<file path="src/hw/rtl/fir_pkg.sv">
`default_nettype none

package fir_pkg;

  localparam int MAX_TAPS = 64;
  localparam int DATA_W   = 16;
  localparam int ADDR_W   = $clog2(MAX_TAPS);
  localparam int TAPS_W   = ADDR_W + 1;
  localparam int CFG_W    = 7;
  localparam int IDX_W    = 6;
  localparam int PROD_W   = 2 * DATA_W;
  localparam int ACC_W    = PROD_W + ADDR_W;
  localparam int FRAC_W   = DATA_W - 1;

  typedef enum logic [1:0] {
    ST_IDLE,
    ST_ISSUE,
    ST_DRAIN
  } fir_state_t;

  typedef struct packed {
    logic start;
    logic issue;
    logic wr_coef;
    logic wr_sample;
    logic load_out;
  } fir_cmd_t;

  typedef struct packed {
    logic last_tap;
    logic pipe_empty;
  } fir_sts_t;

endpackage

`default_nettype wire

</file>
<file path="src/hw/rtl/fir_ram.sv">
`default_nettype none

module fir_ram #(
  parameter int WIDTH = 16,
  parameter int DEPTH = 64
) (
  input  wire logic                     clk,
  input  wire logic                     we,
  input  wire logic [$clog2(DEPTH)-1:0] waddr,
  input  wire logic [WIDTH-1:0]         wdata,
  input  wire logic [$clog2(DEPTH)-1:0] raddr,
  output logic      [WIDTH-1:0]         rdata
);

  logic [WIDTH-1:0] mem [DEPTH];

  always_ff @(posedge clk) begin
    if (we) begin
      mem[waddr] <= wdata;
    end
    rdata <= mem[raddr];
  end

endmodule

`default_nettype wire

</file>
<file path="src/hw/rtl/fir_ctrl.sv">
`default_nettype none

module fir_ctrl (
  input  wire logic              clk,
  input  wire logic              rst,
  input  wire logic              in_valid,
  input  wire logic              kind,
  input  wire logic              out_stall,
  input  wire fir_pkg::fir_sts_t sts,
  output logic                   in_stall,
  output logic                   out_valid,
  output fir_pkg::fir_cmd_t      cmd
);

  fir_pkg::fir_state_t state;
  fir_pkg::fir_state_t state_next;
  logic                out_free;
  logic                accept;

  assign out_free = !out_valid || !out_stall;
  assign accept   = in_valid && (state == fir_pkg::ST_IDLE);

  always_comb begin
    state_next = state;
    case (state)
      fir_pkg::ST_IDLE: begin
        if (accept && !kind) begin
          state_next = fir_pkg::ST_ISSUE;
        end
      end
      fir_pkg::ST_ISSUE: begin
        if (sts.last_tap) begin
          state_next = fir_pkg::ST_DRAIN;
        end
      end
      fir_pkg::ST_DRAIN: begin
        if (sts.pipe_empty && out_free) begin
          state_next = fir_pkg::ST_IDLE;
        end
      end
      default: state_next = fir_pkg::ST_IDLE;
    endcase
  end

  always_comb begin
    cmd      = '0;
    in_stall = 1'b1;
    case (state)
      fir_pkg::ST_IDLE: begin
        in_stall      = 1'b0;
        cmd.start     = accept && !kind;
        cmd.wr_sample = accept && !kind;
        cmd.wr_coef   = accept && kind;
      end
      fir_pkg::ST_ISSUE: begin
        cmd.issue = 1'b1;
      end
      fir_pkg::ST_DRAIN: begin
        cmd.load_out = sts.pipe_empty && out_free;
      end
      default: begin
        in_stall = 1'b1;
      end
    endcase
  end

  always_ff @(posedge clk) begin
    if (rst) begin
      state     <= fir_pkg::ST_IDLE;
      out_valid <= 1'b0;
    end else begin
      state <= state_next;
      if (cmd.load_out) begin
        out_valid <= 1'b1;
      end else if (!out_stall) begin
        out_valid <= 1'b0;
      end
    end
  end

endmodule

`default_nettype wire

</file>
<file path="src/hw/rtl/fir_dp.sv">
`default_nettype none

module fir_dp (
  input  wire logic                              clk,
  input  wire logic                              rst,
  input  wire logic                              cfg_write,
  input  wire logic        [fir_pkg::CFG_W-1:0]  cfg_data,
  input  wire logic signed [fir_pkg::DATA_W-1:0] sample_in,
  input  wire logic        [fir_pkg::IDX_W-1:0]  coef_index,
  input  wire logic signed [fir_pkg::DATA_W-1:0] coef_value,
  input  wire fir_pkg::fir_cmd_t                 cmd,
  output fir_pkg::fir_sts_t                      sts,
  output logic signed      [fir_pkg::DATA_W-1:0] sample_out
);

  logic        [fir_pkg::CFG_W-1:0]  tap_count;
  logic        [fir_pkg::TAPS_W-1:0] eff_taps;
  logic        [fir_pkg::ADDR_W-1:0] wp;
  logic        [fir_pkg::ADDR_W-1:0] k;
  logic        [fir_pkg::ADDR_W-1:0] h_raddr;
  logic        [fir_pkg::ADDR_W-1:0] h_waddr;
  logic        [fir_pkg::ADDR_W-1:0] c_waddr;
  logic                              coef_ok;
  logic        [fir_pkg::MAX_TAPS-1:0] hist_vld;
  logic        [fir_pkg::MAX_TAPS-1:0] coef_vld;
  logic                              h_vq;
  logic                              c_vq;
  logic        [fir_pkg::DATA_W-1:0] h_rdata;
  logic        [fir_pkg::DATA_W-1:0] c_rdata;
  logic signed [fir_pkg::DATA_W-1:0] h_op;
  logic signed [fir_pkg::DATA_W-1:0] c_op;
  logic                              rd_v;
  logic                              prod_v;
  logic signed [fir_pkg::PROD_W-1:0] prod;
  logic signed [fir_pkg::ACC_W-1:0]  acc;
  logic signed [fir_pkg::ACC_W-1:0]  shifted;
  logic        [fir_pkg::ACC_W-fir_pkg::FRAC_W-1:0] hi;
  logic signed [fir_pkg::DATA_W-1:0] sat_val;

  // zero means one tap, above the table size means all taps
  always_comb begin
    if (tap_count == '0) begin
      eff_taps = fir_pkg::TAPS_W'(1);
    end else if (int'(tap_count) > fir_pkg::MAX_TAPS) begin
      eff_taps = fir_pkg::TAPS_W'(fir_pkg::MAX_TAPS);
    end else begin
      eff_taps = fir_pkg::TAPS_W'(tap_count);
    end
  end

  assign sts.last_tap   = ({1'b0, k} == (eff_taps - fir_pkg::TAPS_W'(1)));
  assign sts.pipe_empty = !rd_v && !prod_v;

  // oldest tap in use first, newest last
  assign h_waddr = wp + fir_pkg::ADDR_W'(1);
  assign h_raddr = wp - fir_pkg::ADDR_W'(eff_taps) + fir_pkg::ADDR_W'(1) + k;
  assign c_waddr = fir_pkg::ADDR_W'(coef_index);
  assign coef_ok = int'(coef_index) < fir_pkg::MAX_TAPS;

  fir_ram #(
    .WIDTH (fir_pkg::DATA_W),
    .DEPTH (fir_pkg::MAX_TAPS)
  ) u_hist (
    .clk   (clk),
    .we    (cmd.wr_sample),
    .waddr (h_waddr),
    .wdata (sample_in),
    .raddr (h_raddr),
    .rdata (h_rdata)
  );

  fir_ram #(
    .WIDTH (fir_pkg::DATA_W),
    .DEPTH (fir_pkg::MAX_TAPS)
  ) u_coef (
    .clk   (clk),
    .we    (cmd.wr_coef && coef_ok),
    .waddr (c_waddr),
    .wdata (coef_value),
    .raddr (k),
    .rdata (c_rdata)
  );

  // entries never written read as zero
  assign h_op = h_vq ? signed'(h_rdata) : '0;
  assign c_op = c_vq ? signed'(c_rdata) : '0;

  always_ff @(posedge clk) begin
    if (rst) begin
      tap_count <= fir_pkg::CFG_W'(fir_pkg::MAX_TAPS);
      wp        <= '0;
      k         <= '0;
      hist_vld  <= '0;
      coef_vld  <= '0;
      rd_v      <= 1'b0;
      prod_v    <= 1'b0;
    end else begin
      if (cfg_write) begin
        tap_count <= cfg_data;
      end
      if (cmd.wr_sample) begin
        wp                <= h_waddr;
        hist_vld[h_waddr] <= 1'b1;
      end
      if (cmd.wr_coef && coef_ok) begin
        coef_vld[c_waddr] <= 1'b1;
      end
      if (cmd.start) begin
        k <= '0;
      end else if (cmd.issue) begin
        k <= k + fir_pkg::ADDR_W'(1);
      end
      rd_v   <= cmd.issue;
      prod_v <= rd_v;
    end
  end

  always_ff @(posedge clk) begin
    h_vq <= hist_vld[h_raddr];
    c_vq <= coef_vld[k];
    prod <= h_op * c_op;
    if (cmd.start) begin
      acc <= '0;
    end else if (prod_v) begin
      acc <= acc + fir_pkg::ACC_W'(prod);
    end
    if (cmd.load_out) begin
      sample_out <= sat_val;
    end
  end

  // floor shift, then clamp to the output range
  assign shifted = acc >>> fir_pkg::FRAC_W;
  assign hi      = shifted[fir_pkg::ACC_W-1:fir_pkg::FRAC_W];

  always_comb begin
    if ((&hi) || !(|hi)) begin
      sat_val = shifted[fir_pkg::DATA_W-1:0];
    end else if (shifted[fir_pkg::ACC_W-1]) begin
      sat_val = {1'b1, {(fir_pkg::DATA_W-1){1'b0}}};
    end else begin
      sat_val = {1'b0, {(fir_pkg::DATA_W-1){1'b1}}};
    end
  end

endmodule

`default_nettype wire

</file>
<file path="src/hw/rtl/fir_filter_direct_form.sv">
// channel  direction  handshake              payload
// in       to block   in_valid / in_stall    kind, sample_in, coef_index, coef_value
// out      from block out_valid / out_stall  sample_out
// cfg      to block   cfg_write              cfg_data (tap_count)
//
// a coefficient request is taken without stalling the input and gives no result
// a sample request stalls the input until its result is loaded into the output register,
// so no new sample is taken while one is in work: one shared multiply-accumulate walks
// the taps (tap_count held to 1..64), one per cycle, behind the registered ram reads
// the result sits in an output register; the next request is taken while it waits,
// and that request's last cycle stretches until the register frees
// reset clears history and coefficients through valid bits, no clearing pass
`default_nettype none

module fir_filter_direct_form (
  input  wire logic                              clk,
  input  wire logic                              rst,
  input  wire logic                              in_valid,
  output logic                                   in_stall,
  input  wire logic                              kind,
  input  wire logic signed [fir_pkg::DATA_W-1:0] sample_in,
  input  wire logic        [fir_pkg::IDX_W-1:0]  coef_index,
  input  wire logic signed [fir_pkg::DATA_W-1:0] coef_value,
  output logic                                   out_valid,
  input  wire logic                              out_stall,
  output logic signed      [fir_pkg::DATA_W-1:0] sample_out,
  input  wire logic                              cfg_write,
  input  wire logic        [fir_pkg::CFG_W-1:0]  cfg_data
);

  fir_pkg::fir_cmd_t cmd;
  fir_pkg::fir_sts_t sts;

  fir_ctrl u_ctrl (
    .clk       (clk),
    .rst       (rst),
    .in_valid  (in_valid),
    .kind      (kind),
    .out_stall (out_stall),
    .sts       (sts),
    .in_stall  (in_stall),
    .out_valid (out_valid),
    .cmd       (cmd)
  );

  fir_dp u_dp (
    .clk        (clk),
    .rst        (rst),
    .cfg_write  (cfg_write),
    .cfg_data   (cfg_data),
    .sample_in  (sample_in),
    .coef_index (coef_index),
    .coef_value (coef_value),
    .cmd        (cmd),
    .sts        (sts),
    .sample_out (sample_out)
  );

endmodule

`default_nettype wire

</file>
<file path="config.mk">
export PLATFORM = sky130hd
export DESIGN_NAME = fir_filter_direct_form
export DESIGN_NICKNAME = d
export VERILOG_FILES = /design/src/hw/rtl/fir_pkg.sv /design/src/hw/rtl/fir_ram.sv /design/src/hw/rtl/fir_ctrl.sv /design/src/hw/rtl/fir_dp.sv /design/src/hw/rtl/fir_filter_direct_form.sv
export SDC_FILE = /design/constraint.sdc
export NUM_CORES = 2
export LEC_CHECK = 0
export BUFFER_PORTS_ARGS = -buffer_cell sky130_fd_sc_hd__clkbuf_2
export CAP_MARGIN = 20
export CORE_ASPECT_RATIO = 0.8
export CORE_MARGIN = 4
export CORE_UTILIZATION = 45
export DETAILED_ROUTE_END_ITERATION = 8
export MAX_ROUTING_LAYER = met4
export PLACE_DENSITY = 0.57
export SLEW_MARGIN = 20
export SYNTH_ARGS = -nofsm -noshare
export SYNTH_HDL_FRONTEND = slang
export SYNTH_SLANG_ARGS = --single-unit
</file>
<file path="constraint.sdc">
create_clock -name clk -period 14.3 [get_ports clk]
set_clock_uncertainty 0.05 [all_clocks]
set_input_delay 2.86 -clock clk [delete_from_list [all_inputs] [get_ports clk]]
set_output_delay 2.86 -clock clk [all_outputs]
set_load 0.01 [all_outputs]
</file>
After elaboration in Yosys (flattened, before gate mapping)
Memories as Yosys holds them, arrays and structs flattened. A register that Yosys moved wholly into a read port is not among the register bits.
Cells that the tools add are included.
Storage, ports and cells
  register bits after elaboration: 240
  RAM bits: 2048
  input port bits: 51
  output and inout bits: 18
  logic and storage cells: 90
  memories: 2
Cells by class
  add/sub/neg operators: 7
  $mul: 1
  $lt $le $gt $ge: 7
  equal/unequal tests: 7
  mux-type cells: 29
  bitwise logic cells: 2
  reduce and logical (&&, ||, !) cells: 21
Memory list
  u_dp.u_coef.mem: words 64, width 16, read ports 1, clocked after memory_dff 1, write ports 1, line fir_ram.sv:15  | logic [WIDTH-1:0] mem [DEPTH];
  u_dp.u_hist.mem: words 64, width 16, read ports 1, clocked after memory_dff 1, write ports 1, line fir_ram.sv:15
Operator list (count)
  $or 64x64->64: 2
  $mux 16: 4
  $add 38x32->38: 1
  $mul 16x16->32: 1
  $lt 6x7->1 const B: 4
  $add 6x1->6 const B: 3
  $mux 1: 14
  $mux 7: 2
  $bmux 1 s6: 2
  $demux 1 s6: 2
  $ge 6x1->1 const B: 2
  $mux 2: 4
  $reduce_and 8->1: 1
  $reduce_or 8->1: 1
  $eq 6x7->1: 1
  $gt 7x7->1 const B: 1
  $logic_and 1x1->1: 7
  $logic_not 7->1: 1
  $sub 7x1->7 const B: 1
  $add 6x6->6: 1
  $logic_not 1->1: 6
  $pmux 2 s3: 1
  $sub 6x6->6: 1
  $ne 2x1->1 const B: 2
  7 further kinds: 9

Longest topological paths before layout
  depth in word-level cells: 8
  mapped depth: 27
  depth with buffers taken out: 25

Hierarchy
From an unflattened synthesis, not the netlist that was laid out.
Unflattened totals
  cells, all modules: 6027
  area, all modules: 101323.4 sq um
Modules (own cells, without submodules)
  fir_ram: instances 2, cells each 1829, area an instance 40042.2 sq um
  fir_dp: instances 1, cells each 2350, area an instance 21057.7 sq um
  fir_ctrl: instances 1, cells each 19, area an instance 181.4 sq um

Least setup slack after synthesis
Ideal clock, no wire load.
  path type: register to register
  from: register u_dp.c_vq
  to: register u_dp.prod[31] in the netlist's numbering
  library setup time: 0.121 ns
  arrival: 6.252 ns
  setup slack: 7.877 ns
  stages on the path, launching flop included: 25
  cell sequence: dfxtp_1 > clkbuf_1 > clkbuf_1 > and2_1 > clkbuf_1 > nand2_1 > fa_1 > fa_1 > fa_1 > inv_1 > fa_1 > fa_1 > inv_1 > fa_1 > inv_1 > ha_1 > nand4_1 > or2_2 > o21bai_1 > o211a_1 > o21ai_0 > o221ai_1 > o21ai_0 > a21oi_1 > xnor2_1
On the way
  word-level cells in the longest chain between the ends: 2
RTL lines
  from (decl): line fir_dp.sv:27  | logic c_vq;
  from (signal assigned): line fir_dp.sv:120  | c_vq <= coef_vld[k];
  $mux 16: line fir_dp.sv:86  | assign c_op = c_vq ? signed'(c_rdata) : '0;
  $mul 16x16->32: line fir_dp.sv:121  | prod <= h_op * c_op;
  to (signal assigned): line fir_dp.sv:121
  to (decl): line fir_dp.sv:34  | logic signed [fir_pkg::PROD_W-1:0] prod;
Every way passes these cells.
A chain may end at the register's enable or synchronous reset.

Worst setup path after layout
Ends and elaborated chain as after synthesis.

==> reports/qor.yml <==
place:
  portBuffers: 68
  post-place-ws_ps: 6670
  routabilityCongestion: 0.904
  place_hpwl_mm: 147
  dpl-instance-area_um2: 104000
sta:
  whs_ps: 411
  period_needed_ps: 7450
  worst_slew_pin_slew_ps: 1150
  worst_slack_ps: 6850
  hold_violations: 0
  tns_ps: 0
  clock.fmax_mhz: 134
  relSlewSlack: 0.231
  slew_violations: 0
  period_share: 0.521
  setup_viol: 0
  rsz0062_at_grt: "false"
routing:
  vias: 49900
  wirelength_mm: 247
  ant_nets: 0
  drc: 0
  wl_per_cell_um: 28.4
  firstDrtPassIters: 5
  dr.first_iter.drc_count: 5314
  via_per_inst: 5.75
worst_setup_path:
  cp-start-kind: "flop"
  slowest_stage: "and2_1"
  crit_path_start: "u_dp.c_vq"
  cp.required_ps: 14940
  cp_top_family: "adder cells"
  crit_path_end_kind: "flop"
  slowest_delay_ps: 560
  critPathKind: "flop to flop"
  crit_chain: "buf_4 > and2_1 > clkinv_1 > nor2_1 > fa_1 > fa_1 > fa_1 > fa_1 > fa_1 > inv_1 > fa_1 > inv_1 > ha_1 > nand4_1 > or2_2 > o21bai_1 > o211a_1 > o21ai_0 > o221ai_1 > o21ai_0 > a21oi_1 > xnor2_1"
  cp.arrival_ps: 8100
  crit_buf_inv: 4
  critPathMostFrequentCell: "fa_1"
  worstPathMaxFanout: 36
  timing.rr.start: "u_dp.c_vq"
floorplan:
  die_height_um: 428
  core_area_um2: 218000
  die_x_um: 533
  io_pins: 69
  rows: 153
  initial_core_util: 0.455
  dieArea_um2: 228000
yosys:
  ys_ff_latch: 2320
  postSynthCellCount: 5309
  synth_warnings: 0
  ys.flop_type: "edfxtp_1"
  synth_area_per_cell_um2: 18.7
  ys_seq_area_frac: 0.676
  synth_enable_flop_cells: 2064
  yosysUniqueCellTypes: 65
  synthesis.nets: 5758
  async_flop_share: 0
  netlist_area_um2: 99300
clock_tree:
  cts_htree_levels: 4
  ctsHoldBuffers: 0
  cts_tree: "yes"
  cts_resized: 0
  clock_latency_ps: 880
  clk_path_buf_depth: 4
  cts.sinks: 2320
  cts-root-buf: "clkbuf_16"
  cts.clk_slew.worst_paths_ps: 60
  numCtsBuffers: 226
  post_cts_buffers: 0
grt:
  grt_pass1_wl_mm: 359
  grt-ovfl-total: 0
  grtUsageTotal: 0.222
  grt_max_degree: 120
  grt_pass1_vias: 50300
  antenna_found_initial: 13
pwr:
  p_leak_nw: 36.9
  peakVddDrop_mv: 0.136
  powerDensity_nw_per_um2: 130
  power_mw: 14.5
worst_hold_path:
  hp-class: "flop to flop"
  hold_start: "u_dp.hist_vld[8]"
cells_and_area:
  area_growth_pct: 12.1
  layout.nets: 5998
  fin_area_um2: 111000
  drive_gt1_frac: 0.250
run_status:
  status: "finished clean"
job:
  maxCapViolations: 0
-- per-stage QoR --
| stage | util | cells |
|---|---|---|
| detailed placement | 0.477 | 8265 |
| floorplan | - | 5309 |
| global placement | 0.477 | 8265 |
| finish | 0.510 | 8680 |
| CTS | 0.509 | 8672 |
| global route | 0.510 | 8675 |
-- where the power goes --
part,internal (mW),switching (mW)
Clock,3.24,2.49
Combinational,0.583,0.719
Sequential,7.41,0.0404
Total,11.2,3.25
-- sequential cells by signal, summed over array words and instances (netlist names) --
name and cells:
u_dp.coef_vld 64, u_dp.wp 6, u_dp.prod_v 1, u_dp.u_hist.rdata 16, u_dp.rd_v 1, u_dp.acc 38, u_dp.u_hist.mem 1024, u_dp.prod 32
u_ctrl.out_valid 1, u_dp.hist_vld 64, u_dp.h_vq 1, u_dp.sample_out 16, u_dp.tap_count 7, u_dp.c_vq 1, u_dp.u_coef.rdata 16, u_dp.u_coef.mem 1024
u_dp.k 6, u_ctrl.state 2
-- routing by layer --
layer,share of wire,up-vias,global-route usage
met5,0,-,-
met4,0.018,0,0.0426
met3,0.066,328,0.0292
met2,0.47,1663,0.331
met1,0.45,26900,0.332
li1,-,21100,-
-- layout make-up --
type	instances	area [um2]
Antenna cell	7	17.5
Tap cell	2945	3680
Multi-Input combinational cell	2396	30300
Clock inverter	95	774
Clock buffer	312	6220
Timing Repair Buffer	263	1910
Fill cell	17700	107000
Sequential cell	2320	67100
Inverter	342	1290
-- worst reg2reg max path, stage by stage (launching register included) --
cell,delay (ps)
dfxtp_1,300
buf_4,300
and2_1,560
clkinv_1,510
nor2_1,240
fa_1,470
fa_1,480
fa_1,530
fa_1,440
fa_1,490
inv_1,50
fa_1,470
inv_1,40
ha_1,380
nand4_1,160
or2_2,330
o21bai_1,160
o211a_1,190
o21ai_0,460
o221ai_1,300
o21ai_0,220
a21oi_1,100
xnor2_1,120
-- cell families (layout without fill, tap and decap cells) --
logic type / count (synthesis) / count (layout) / share of synthesized area
adders and majority gates: 398 / 398 / 0.0704
other: 0 / 7 / 0
DFF: 2320 / 2320 / 0.676
buffers and inverters: 593 / 1012 / 0.0229
muxes: 750 / 750 / 0.165
AOI/OAI and AO/OA: 338 / 338 / 0.0225
xor gates and xnor gates: 84 / 84 / 0.00741
and+or+nand+nor: 826 / 826 / 0.0357
-- Yosys cell counts, types with 3 or more instances --
cell      number  area (um2)
and3_1         7        43.8
clkbuf_1     179         672
o21bai_1       8        60.1
nor2_1       408        1530
and2_1        35         219
a31oi_1        8        50.1
nand3_1       35         175
nor2b_1       20         125
a21oi_1       64         320
edfxtp_1    2064       62000
a21o_1        25         188
nand3b_1      11        82.6
o221ai_1       4        35.0
mux2i_1       35         350
fa_1         268        5370
or2_2          6        37.5
or4_1          3        22.5
mux4_2       711       16000
dfxtp_1      256        5120
a31o_2         3        26.3
nand4b_1       3        26.3
nand2b_1      15        93.8
nor3b_1        6        45.0
buf_1         53         199
nand4_1       12        75.1
nand2_1      233         875
nor3_1        18        90.1
or3_1          7        43.8
xnor2_1       65         569
mux2_2         4        45.0
buf_4          8        60.1
o21a_1       110         826
xor2_1        19         166
o21ai_0       68         340
ha_1         130        1630
buf_2         11        55.1
a211oi_1      13        97.6
inv_1        338        1270
o211ai_1       8        60.1
inv_2          3        11.3
a21boi_0       3        22.5
-- path summary, 6_finish.rpt --
| kind | end | slack (ps) | cells after the start |
|---|---|---|---|
| setup reg to reg | u_dp.prod[31] | 6850 | 22 |
| hold / removal | u_dp.hist_vld[8] | 410 | 1 |
| hold reg to reg | u_dp.hist_vld[8] | 410 | 1 |
| setup / recovery | u_dp.prod[31] | 6850 | 22 |
-- cell usage in the layout (no fill, tap or decap), drive strengths merged, types with 110 or more instances in the layout --
master  instances
fa            268
dfxtp         256
edfxtp       2064
clkbuf        380
inv           349
ha            130
nor2          408
mux4          711
o21a          110
buf           195
nand2         233
Power figures use the tool's default switching activity.
